File: src/rtl/i2cmts_pkg.sv
// Shared types and codes for the I2C master transfer sequencer.
// No dependencies; imported by every module of the block.
package i2cmts_pkg;

  localparam int unsigned DEF_INDEX_BITS = 10;
  localparam int unsigned OUT_INDEX_BITS = 10;

  localparam logic CMD_START = 1'b0;
  localparam logic CMD_EVENT = 1'b1;

  // TWI status codes, prescaler bits already masked
  localparam logic [7:0] BS_START      = 8'h08;
  localparam logic [7:0] BS_RSTART     = 8'h10;
  localparam logic [7:0] BS_SLAW_ACK   = 8'h18;
  localparam logic [7:0] BS_SLAW_NACK  = 8'h20;
  localparam logic [7:0] BS_DATA_ACK   = 8'h28;
  localparam logic [7:0] BS_DATA_NACK  = 8'h30;
  localparam logic [7:0] BS_SLAR_ACK   = 8'h40;
  localparam logic [7:0] BS_RDATA_ACK  = 8'h50;
  localparam logic [7:0] BS_RDATA_NACK = 8'h58;
  localparam logic [7:0] BS_SLAVE_STOP = 8'hA0;

  typedef enum logic [2:0] {
    ACT_NONE    = 3'd0,
    ACT_START   = 3'd1,
    ACT_STOP    = 3'd2,
    ACT_ACK     = 3'd3,
    ACT_NACK    = 3'd4,
    ACT_RELEASE = 3'd5,
    ACT_CLEAR   = 3'd6
  } action_e;

  typedef enum logic [1:0] {
    ST_DONE      = 2'd0,
    ST_NO_REPLY  = 2'd1,
    ST_DATA_NACK = 2'd2
  } status_e;

  typedef struct packed {
    logic       cmd;
    logic [7:0] write_len;
    logic [7:0] read_len;
    logic [7:0] bus_status;
    logic [7:0] rx_byte;
  } item_t;

  typedef struct packed {
    logic       busy;
    logic [7:0] writes_left;
    logic [7:0] reads_left;
  } ctr_t;

  typedef struct packed {
    action_e                   action;
    logic                      tx_valid;
    logic [OUT_INDEX_BITS-1:0] tx_index;
    logic                      store_valid;
    logic [OUT_INDEX_BITS-1:0] store_index;
    logic [7:0]                store_data;
    logic                      status_valid;
    status_e                   status_code;
    logic                      busy_res;
  } result_t;

endpackage

File: src/rtl/i2cmts_step.sv
// Next-state and result logic for one word of the sequencer.
// Depends on i2cmts_pkg.
module i2cmts_step
  import i2cmts_pkg::*;
#(
  parameter int unsigned INDEX_BITS = DEF_INDEX_BITS
) (
  input  item_t                 item_i,
  input  ctr_t                  cnt_i,
  input  logic [INDEX_BITS-1:0] ptr_i,
  output ctr_t                  cnt_o,
  output logic [INDEX_BITS-1:0] ptr_o,
  output result_t               res_o
);

  localparam int unsigned EXT_W = INDEX_BITS + OUT_INDEX_BITS;

  logic [INDEX_BITS-1:0] ptr_inc;
  logic [EXT_W-1:0]      ptr_ext;
  logic [EXT_W-1:0]      inc_ext;
  logic [7:0]            reads_dec;
  logic                  stop;
  status_e               code;

  assign ptr_inc   = ptr_i + INDEX_BITS'(1);
  assign ptr_ext   = {{OUT_INDEX_BITS{1'b0}}, ptr_i};
  assign inc_ext   = {{OUT_INDEX_BITS{1'b0}}, ptr_inc};
  // read counter saturates at zero
  assign reads_dec = (cnt_i.reads_left != 8'd0) ? cnt_i.reads_left - 8'd1 : 8'd0;

  always_comb begin
    cnt_o = cnt_i;
    ptr_o = ptr_i;
    res_o = '0;
    res_o.action      = ACT_NONE;
    res_o.status_code = ST_DONE;
    stop = 1'b0;
    code = ST_DONE;

    if (item_i.cmd == CMD_START) begin
      if (!cnt_i.busy) begin
        cnt_o.busy        = 1'b1;
        cnt_o.writes_left = item_i.write_len;
        cnt_o.reads_left  = item_i.read_len;
        ptr_o             = INDEX_BITS'(2);
        res_o.action      = ACT_START;
      end
    end else begin
      unique case (item_i.bus_status) inside
        BS_START, BS_RSTART: begin
          ptr_o          = ptr_inc;
          res_o.tx_valid = 1'b1;
          res_o.tx_index = inc_ext[OUT_INDEX_BITS-1:0];
          res_o.action   = ACT_ACK;
        end
        BS_SLAW_NACK: begin
          stop = 1'b1;
          code = ST_NO_REPLY;
        end
        BS_DATA_NACK: begin
          stop = 1'b1;
          code = ST_DATA_NACK;
        end
        BS_SLAW_ACK, BS_DATA_ACK: begin
          if (cnt_i.writes_left != 8'd0) begin
            cnt_o.writes_left = cnt_i.writes_left - 8'd1;
            ptr_o             = ptr_inc;
            res_o.tx_valid    = 1'b1;
            res_o.tx_index    = inc_ext[OUT_INDEX_BITS-1:0];
            res_o.action      = ACT_ACK;
          end else if (cnt_i.reads_left == 8'd0) begin
            stop = 1'b1;
          end else begin
            res_o.action = ACT_START;  // repeated start for the read phase
          end
        end
        BS_SLAR_ACK, BS_RDATA_ACK: begin
          if (item_i.bus_status == BS_RDATA_ACK) begin
            res_o.store_valid = 1'b1;
            res_o.store_index = ptr_ext[OUT_INDEX_BITS-1:0];
            res_o.store_data  = item_i.rx_byte;
          end
          cnt_o.reads_left = reads_dec;
          ptr_o            = ptr_inc;
          res_o.action     = (reads_dec != 8'd0) ? ACT_ACK : ACT_NACK;
        end
        BS_RDATA_NACK: begin
          res_o.store_valid = 1'b1;
          res_o.store_index = ptr_ext[OUT_INDEX_BITS-1:0];
          res_o.store_data  = item_i.rx_byte;
          stop = 1'b1;
        end
        BS_SLAVE_STOP: res_o.action = ACT_RELEASE;
        default:       res_o.action = ACT_CLEAR;
      endcase

      if (stop) begin
        res_o.action       = ACT_STOP;
        res_o.status_valid = 1'b1;
        res_o.status_code  = code;
        cnt_o.busy         = 1'b0;
      end
    end

    res_o.busy_res = cnt_o.busy;
  end

endmodule

File: src/rtl/i2c_master_transfer_sequencer.sv
// I2C master write-then-read transfer sequencer: one result word per input word,
// one word per cycle sustained while the consumer keeps up. A word is captured in the
// input register, decoded against the counters and buffer pointer in a single
// pass, and the result lands in the output register. Both registers stall in
// place when the consumer holds off, so the input side keeps taking words until
// both stages are full. A start request while busy yields action none; the
// buffer pointer starts at index 2 and wraps at 2^INDEX_BITS.
// Depends on i2cmts_pkg and i2cmts_step.
module i2c_master_transfer_sequencer
  import i2cmts_pkg::*;
#(
  parameter int unsigned INDEX_BITS = DEF_INDEX_BITS
) (
  input  logic                      clk_i,
  input  logic                      rst_ni,
  input  logic                      in_valid_i,
  output logic                      in_ready_o,
  input  logic                      cmd_i,
  input  logic [7:0]                write_len_i,
  input  logic [7:0]                read_len_i,
  input  logic [7:0]                bus_status_i,
  input  logic [7:0]                rx_byte_i,
  output logic                      out_valid_o,
  input  logic                      out_ready_i,
  output logic [2:0]                action_o,
  output logic                      tx_valid_o,
  output logic [OUT_INDEX_BITS-1:0] tx_index_o,
  output logic                      store_valid_o,
  output logic [OUT_INDEX_BITS-1:0] store_index_o,
  output logic [7:0]                store_data_o,
  output logic                      status_valid_o,
  output logic [1:0]                status_code_o,
  output logic                      busy_res_o
);

  logic                  in_vld_q;
  item_t                 item_q;
  logic                  out_vld_q;
  result_t               res_q;
  result_t               res_d;
  ctr_t                  cnt_q, cnt_d;
  logic [INDEX_BITS-1:0] ptr_q, ptr_d;
  logic                  advance;

  assign advance    = in_vld_q && (!out_vld_q || out_ready_i);
  assign in_ready_o = !in_vld_q || advance;

  always_ff @(posedge clk_i or negedge rst_ni) begin
    if (!rst_ni) begin
      in_vld_q <= 1'b0;
    end else if (in_ready_o) begin
      in_vld_q <= in_valid_i;
    end
  end

  always_ff @(posedge clk_i) begin
    if (in_ready_o && in_valid_i) begin
      item_q <= '{cmd: cmd_i, write_len: write_len_i, read_len: read_len_i,
                  bus_status: bus_status_i, rx_byte: rx_byte_i};
    end
  end

  i2cmts_step #(
    .INDEX_BITS (INDEX_BITS)
  ) u_step (
    .item_i (item_q),
    .cnt_i  (cnt_q),
    .ptr_i  (ptr_q),
    .cnt_o  (cnt_d),
    .ptr_o  (ptr_d),
    .res_o  (res_d)
  );

  always_ff @(posedge clk_i or negedge rst_ni) begin
    if (!rst_ni) begin
      cnt_q     <= '0;
      ptr_q     <= '0;
      out_vld_q <= 1'b0;
    end else begin
      if (advance) begin
        cnt_q <= cnt_d;
        ptr_q <= ptr_d;
      end
      if (advance) begin
        out_vld_q <= 1'b1;
      end else if (out_ready_i) begin
        out_vld_q <= 1'b0;
      end
    end
  end

  always_ff @(posedge clk_i) begin
    if (advance) begin
      res_q <= res_d;
    end
  end

  assign out_valid_o    = out_vld_q;
  assign action_o       = res_q.action;
  assign tx_valid_o     = res_q.tx_valid;
  assign tx_index_o     = res_q.tx_index;
  assign store_valid_o  = res_q.store_valid;
  assign store_index_o  = res_q.store_index;
  assign store_data_o   = res_q.store_data;
  assign status_valid_o = res_q.status_valid;
  assign status_code_o  = res_q.status_code;
  assign busy_res_o     = res_q.busy_res;

endmodule

File: config.mk
export PLATFORM = sky130hd
export DESIGN_NAME = i2c_master_transfer_sequencer
export DESIGN_NICKNAME = d
export VERILOG_FILES = /design/src/rtl/i2cmts_pkg.sv /design/src/rtl/i2cmts_step.sv /design/src/rtl/i2c_master_transfer_sequencer.sv
export SDC_FILE = /design/constraint.sdc
export NUM_CORES = 1
export LEC_CHECK = 0
export BUFFER_PORTS_ARGS = -buffer_cell sky130_fd_sc_hd__clkbuf_2
export CORE_ASPECT_RATIO = 1.5
export CORE_UTILIZATION = 56
export CTS_CLUSTER_SIZE = 14
export DETAILED_ROUTE_END_ITERATION = 10
export GPL_TIMING_DRIVEN = 0
export PLACE_DENSITY = 0.82
export RECOVER_POWER = 50
export SYNTH_ARGS = -nofsm -noshare
export SYNTH_HDL_FRONTEND = slang
export SYNTH_SLANG_ARGS = --single-unit
export TNS_END_PERCENT = 5
File: constraint.sdc
create_clock -name clk_i -period 2.5 [get_ports clk_i]
set_input_delay 0.125 -clock clk_i [delete_from_list [all_inputs] [get_ports clk_i]]
set_output_delay 0.125 -clock clk_i [all_outputs]
set_load 0.005 [all_outputs]
==> impl_metrics.yaml <==
worst_setup_path:
  buffers_and_inverters_on_the_worst_path: 1
  timing.critical_path.cells: "or4_4 -> or3_1 -> buf_6 -> a31oi_1 -> nand2_2 -> o31ai_1"
  cp_max_delay_cell: "sky130_fd_sc_hd__or4_4"
  critPathMaxFanout: 8
  worstSetupPathType: "reg2reg"
  cp_data_required_time_ns: 2.74
  path_delay_family: "simple AND/OR/NAND/NOR gates"
  worstPathArrival_ns: 2.67
  worst_setup_path_end_kind: "register"
  slowest_stage_delay_on_critical_path_ns: 0.61
  worst_setup_path_start_kind: "register"
placed_design:
  place.port_buffers: 75
  dp.final_hpwl_mm: 6.13
  dpl_worst_slack_ns: 0.00439
  gp_routability_congestion: 0.941
status:
  violations: "capacitance limit, slew limit"
  outcome: "finished, violations left"
synthesis:
  synth_top_cell_area_share_pct: 48.1
  synth_area_per_cell_um2: 12.2
  synth_top_cell_by_area: "sky130_fd_sc_hd__edfxtp_1"
  ys_async_sr_fraction_pct: 29.3
  post_synth_most_frequent_cells: "70 x sky130_fd_sc_hd__edfxtp_1, 32 x sky130_fd_sc_hd__nor2_1, 29 x sky130_fd_sc_hd__dfrtp_1"
  synth_seq_area_share_pct: 64.6
  synthCells: 358
  synth_cell_type_count: 49
  synth_edf_count: 70
  ys.warnings.count: 0
  synthesis.nets: 399
  syn-cell-area_um2: 4370
  post-synth-top-count-cell: "sky130_fd_sc_hd__edfxtp_1"
  dominantRegCellSynth: "sky130_fd_sc_hd__edfxtp_1"
  largest_cells_by_area_after_synthesis: "sky130_fd_sc_hd__edfxtp_1 48%, sky130_fd_sc_hd__dfrtp_1 17%, sky130_fd_sc_hd__and2_1 3.3%"
  postSynthRegisterBits: 99
sta:
  finClkSkew_ns: 0.00745
  final_period_minus_worst_setup_slack_ns: 2.43
  rsz_0062_raised_after_global_routing: "true"
  timing_max_transition_violations_final: 30
  highest_clock_frequency_the_design_can_meet_mhz: 411
  timing_worst_slew_pin_value_ns: 1.69
  hold_violations: 0
  timing.final.crit_share_pct: 97.3
  timing.slew.headroom_pct: -12.9
  final.setup.tns_ns: 0
  finalSetupViolCount: 0
  layout_setup_ws_ns: 0.0678
finish:
  diodes: 0
  num-fill-cells: 544
  area_delta_synth_final_pct: 26.7
  design.final.nets: 520
  fraction_of_final_layout_cells_with_drive_strength_greater_than_1_pct: 16.5
cts:
  cts_buffers: 9
  clock_insertion_delay_worst_skew_ns: 0.35
  htree_num_levels: 3
  cts.sink_count: 99
  clkTransAtPathRegs_ns: 0.06
  cts-root-buf: "sky130_fd_sc_hd__clkbuf_16"
  cts.path.max_buffers: 2
  tritoncts_clock_tree: "yes"
route:
  violation_count_after_the_first_detailed_route_iteration: 222
  routed_wire_length_per_instance_um: 15.4
  detail_route.drc_violations: 0
  drt-vias-per-instance: 5.55
  ant_nets: 0
  drt_pre_antenna_iters: 5
  wirelength_mm: 9.01
  route.vias.total: 3253
die:
  die_h_um: 110
  placeableCoreArea_um2: 7610
  start_util_pct: 57.5
  std_cell_rows: 39
  floorplan.die_area_um2: 8180
  num_io_pins: 76
  die_w_um: 74.2
global_routing:
  maximum_number_of_pins_on_one_net_before_global_route_repair: 40
  grt_pass1_vias: 3167
  grt_overflow_total: 0
  grt_usage_pct: 24.4
  grt_first_pass_wirelength_mm: 14.4
  grt_antenna_before_repair: 0
pwr:
  max-vdd-ir-drop_mv: 0.522
  power_density_nw_per_um2: 740
  p_leak_nw: 2.10
worst_hold_path:
  hold_path_class: "in2reg"
flow_run:
  max_cap_violations: 1
[where the power goes]
| part | leakage, nW | internal [mW] | switching [mW] |
|---|---|---|---|
| combinational | 0.917 | 0.251 | 0.329 |
| sequential | 1.03 | 1.94 | 0.130 |
| clock | 0.149 | 0.878 | 0.574 |
| total | 2.10 | 3.07 | 1.03 |
[worst min-delay path, cell delays in order]
cell and delay [ns]:
sky130_fd_sc_hd__clkbuf_2 0.08, sky130_fd_sc_hd__nand3b_1 0.14, sky130_fd_sc_hd__nand2b_1 0.07
[metal layers]
layer | up-vias | global-route usage (%) | wire (µm)
met4 | 0 | 13.7 | 277
met3 | 22 | 5.00 | 338
met5 | - | 0 | 0
li1 | 1575 | - | -
met1 | 1550 | 24.2 | 3280
met2 | 106 | 45.7 | 5110
[stage by stage]
step / std cells / hold slack, ns / area (µm²) / power, mW / util [%]
6_report: 586 / 0.114 / 5540 / 4.10 / 72.8
4_1_cts: 586 / 0.112 / 5550 / 4.12 / 72.9
5_1_grt: 586 / 0.147 / 5540 / 4.28 / 72.8
2_1_floorplan: 358 / -0.171 / 4370 / 2.44 / -
3_5_place_dp: 535 / 0.241 / 4880 / 2.64 / 64.1
3_3_place_gp: 535 / 0.230 / 4880 / 2.61 / 64.1
[path summary, 6_finish.rpt]
kind	to	depth (start not counted)	from	slack [ns]
max reg2reg	ptr_q[8]	6	item_q[9]	0.07
min reg2reg	cnt_q[5]	2	item_q[21]	0.46
min	in_vld_q	3	out_ready_i	0.11
max	ptr_q[8]	6	item_q[9]	0.07
max in group asynchronous	cnt_q[12]	2	rst_ni	0.76
min in group asynchronous	cnt_q[0]	2	rst_ni	0.76
[final cells by class]
class                   instances  area, µm²  share of cell area (%)
well taps                     102        128                    2.30
repair buffers                110        692                    12.5
flip-flops and latches         99       2830                    51.0
clock buffers                  10        229                    4.13
plain buffers                  15       65.1                    1.17
inverters                      11       41.3                   0.745
clock inverters                 6       88.8                    1.60
multi-input cells             233       1470                    26.6
[kinds of logic (layout without fill, tap and decap cells)]
logic type	after synthesis	after routing	share of synthesized area, %
compound gates	89	89	14.1
xor+xnor	12	12	2.40
buf+inv	26	152	2.43
simple gates	128	128	15.3
fa+ha+maj	4	4	1.14
flops	99	99	64.6
[sequential cells by signal, summed over array words and instances (netlist names), 2 cells and up]
name / count
action_o: 3
cnt_q: 17
item_q: 33
ptr_q: 10
status_code_o: 2
store_data_o: 8
store_index_o: 10
tx_index_o: 10
[layout by cell type (no fill, tap or decap), types with 3 or more instances in the layout]
| cell type | instances |
|---|---|
| sky130_fd_sc_hd__a31oi_1 | 7 |
| sky130_fd_sc_hd__nor3_1 | 8 |
| sky130_fd_sc_hd__dfrtp_1 | 29 |
| sky130_fd_sc_hd__a21oi_1 | 14 |
| sky130_fd_sc_hd__nand4_1 | 4 |
| sky130_fd_sc_hd__edfxtp_1 | 70 |
| sky130_fd_sc_hd__nor4_1 | 3 |
| sky130_fd_sc_hd__xor2_1 | 7 |
| sky130_fd_sc_hd__o211ai_1 | 9 |
| sky130_fd_sc_hd__o21bai_1 | 3 |
| sky130_fd_sc_hd__dlygate4sd3_1 | 35 |
| sky130_fd_sc_hd__nand3_1 | 9 |
| sky130_fd_sc_hd__ha_1 | 4 |
| sky130_fd_sc_hd__clkbuf_1 | 39 |
| sky130_fd_sc_hd__o21a_1 | 3 |
| sky130_fd_sc_hd__and3_1 | 3 |
| sky130_fd_sc_hd__o31ai_1 | 6 |
| sky130_fd_sc_hd__or4_1 | 3 |
| sky130_fd_sc_hd__xnor2_1 | 5 |
| sky130_fd_sc_hd__o22a_1 | 5 |
| sky130_fd_sc_hd__and2_1 | 21 |
| sky130_fd_sc_hd__inv_1 | 11 |
| sky130_fd_sc_hd__nand2b_1 | 8 |
| sky130_fd_sc_hd__a41oi_1 | 3 |
| sky130_fd_sc_hd__nor2_1 | 31 |
| sky130_fd_sc_hd__clkbuf_2 | 48 |
| sky130_fd_sc_hd__or3_1 | 4 |
| sky130_fd_sc_hd__nand2_1 | 19 |
| sky130_fd_sc_hd__o21ai_0 | 14 |
| sky130_fd_sc_hd__a21o_1 | 7 |
| sky130_fd_sc_hd__clkbuf_16 | 9 |
[repair_timing]
item | in CTS | in global routing
gates resized for setup | 1 | 8
hold buffers | 35 | 0
cloned | 0 | 0
setup buffers | 0 | 0
hold endpoints to repair | 63 | 0
pin swaps | 0 | 0
setup endpoints to repair | 2 | 14
Power figures use the tool's default switching activity.
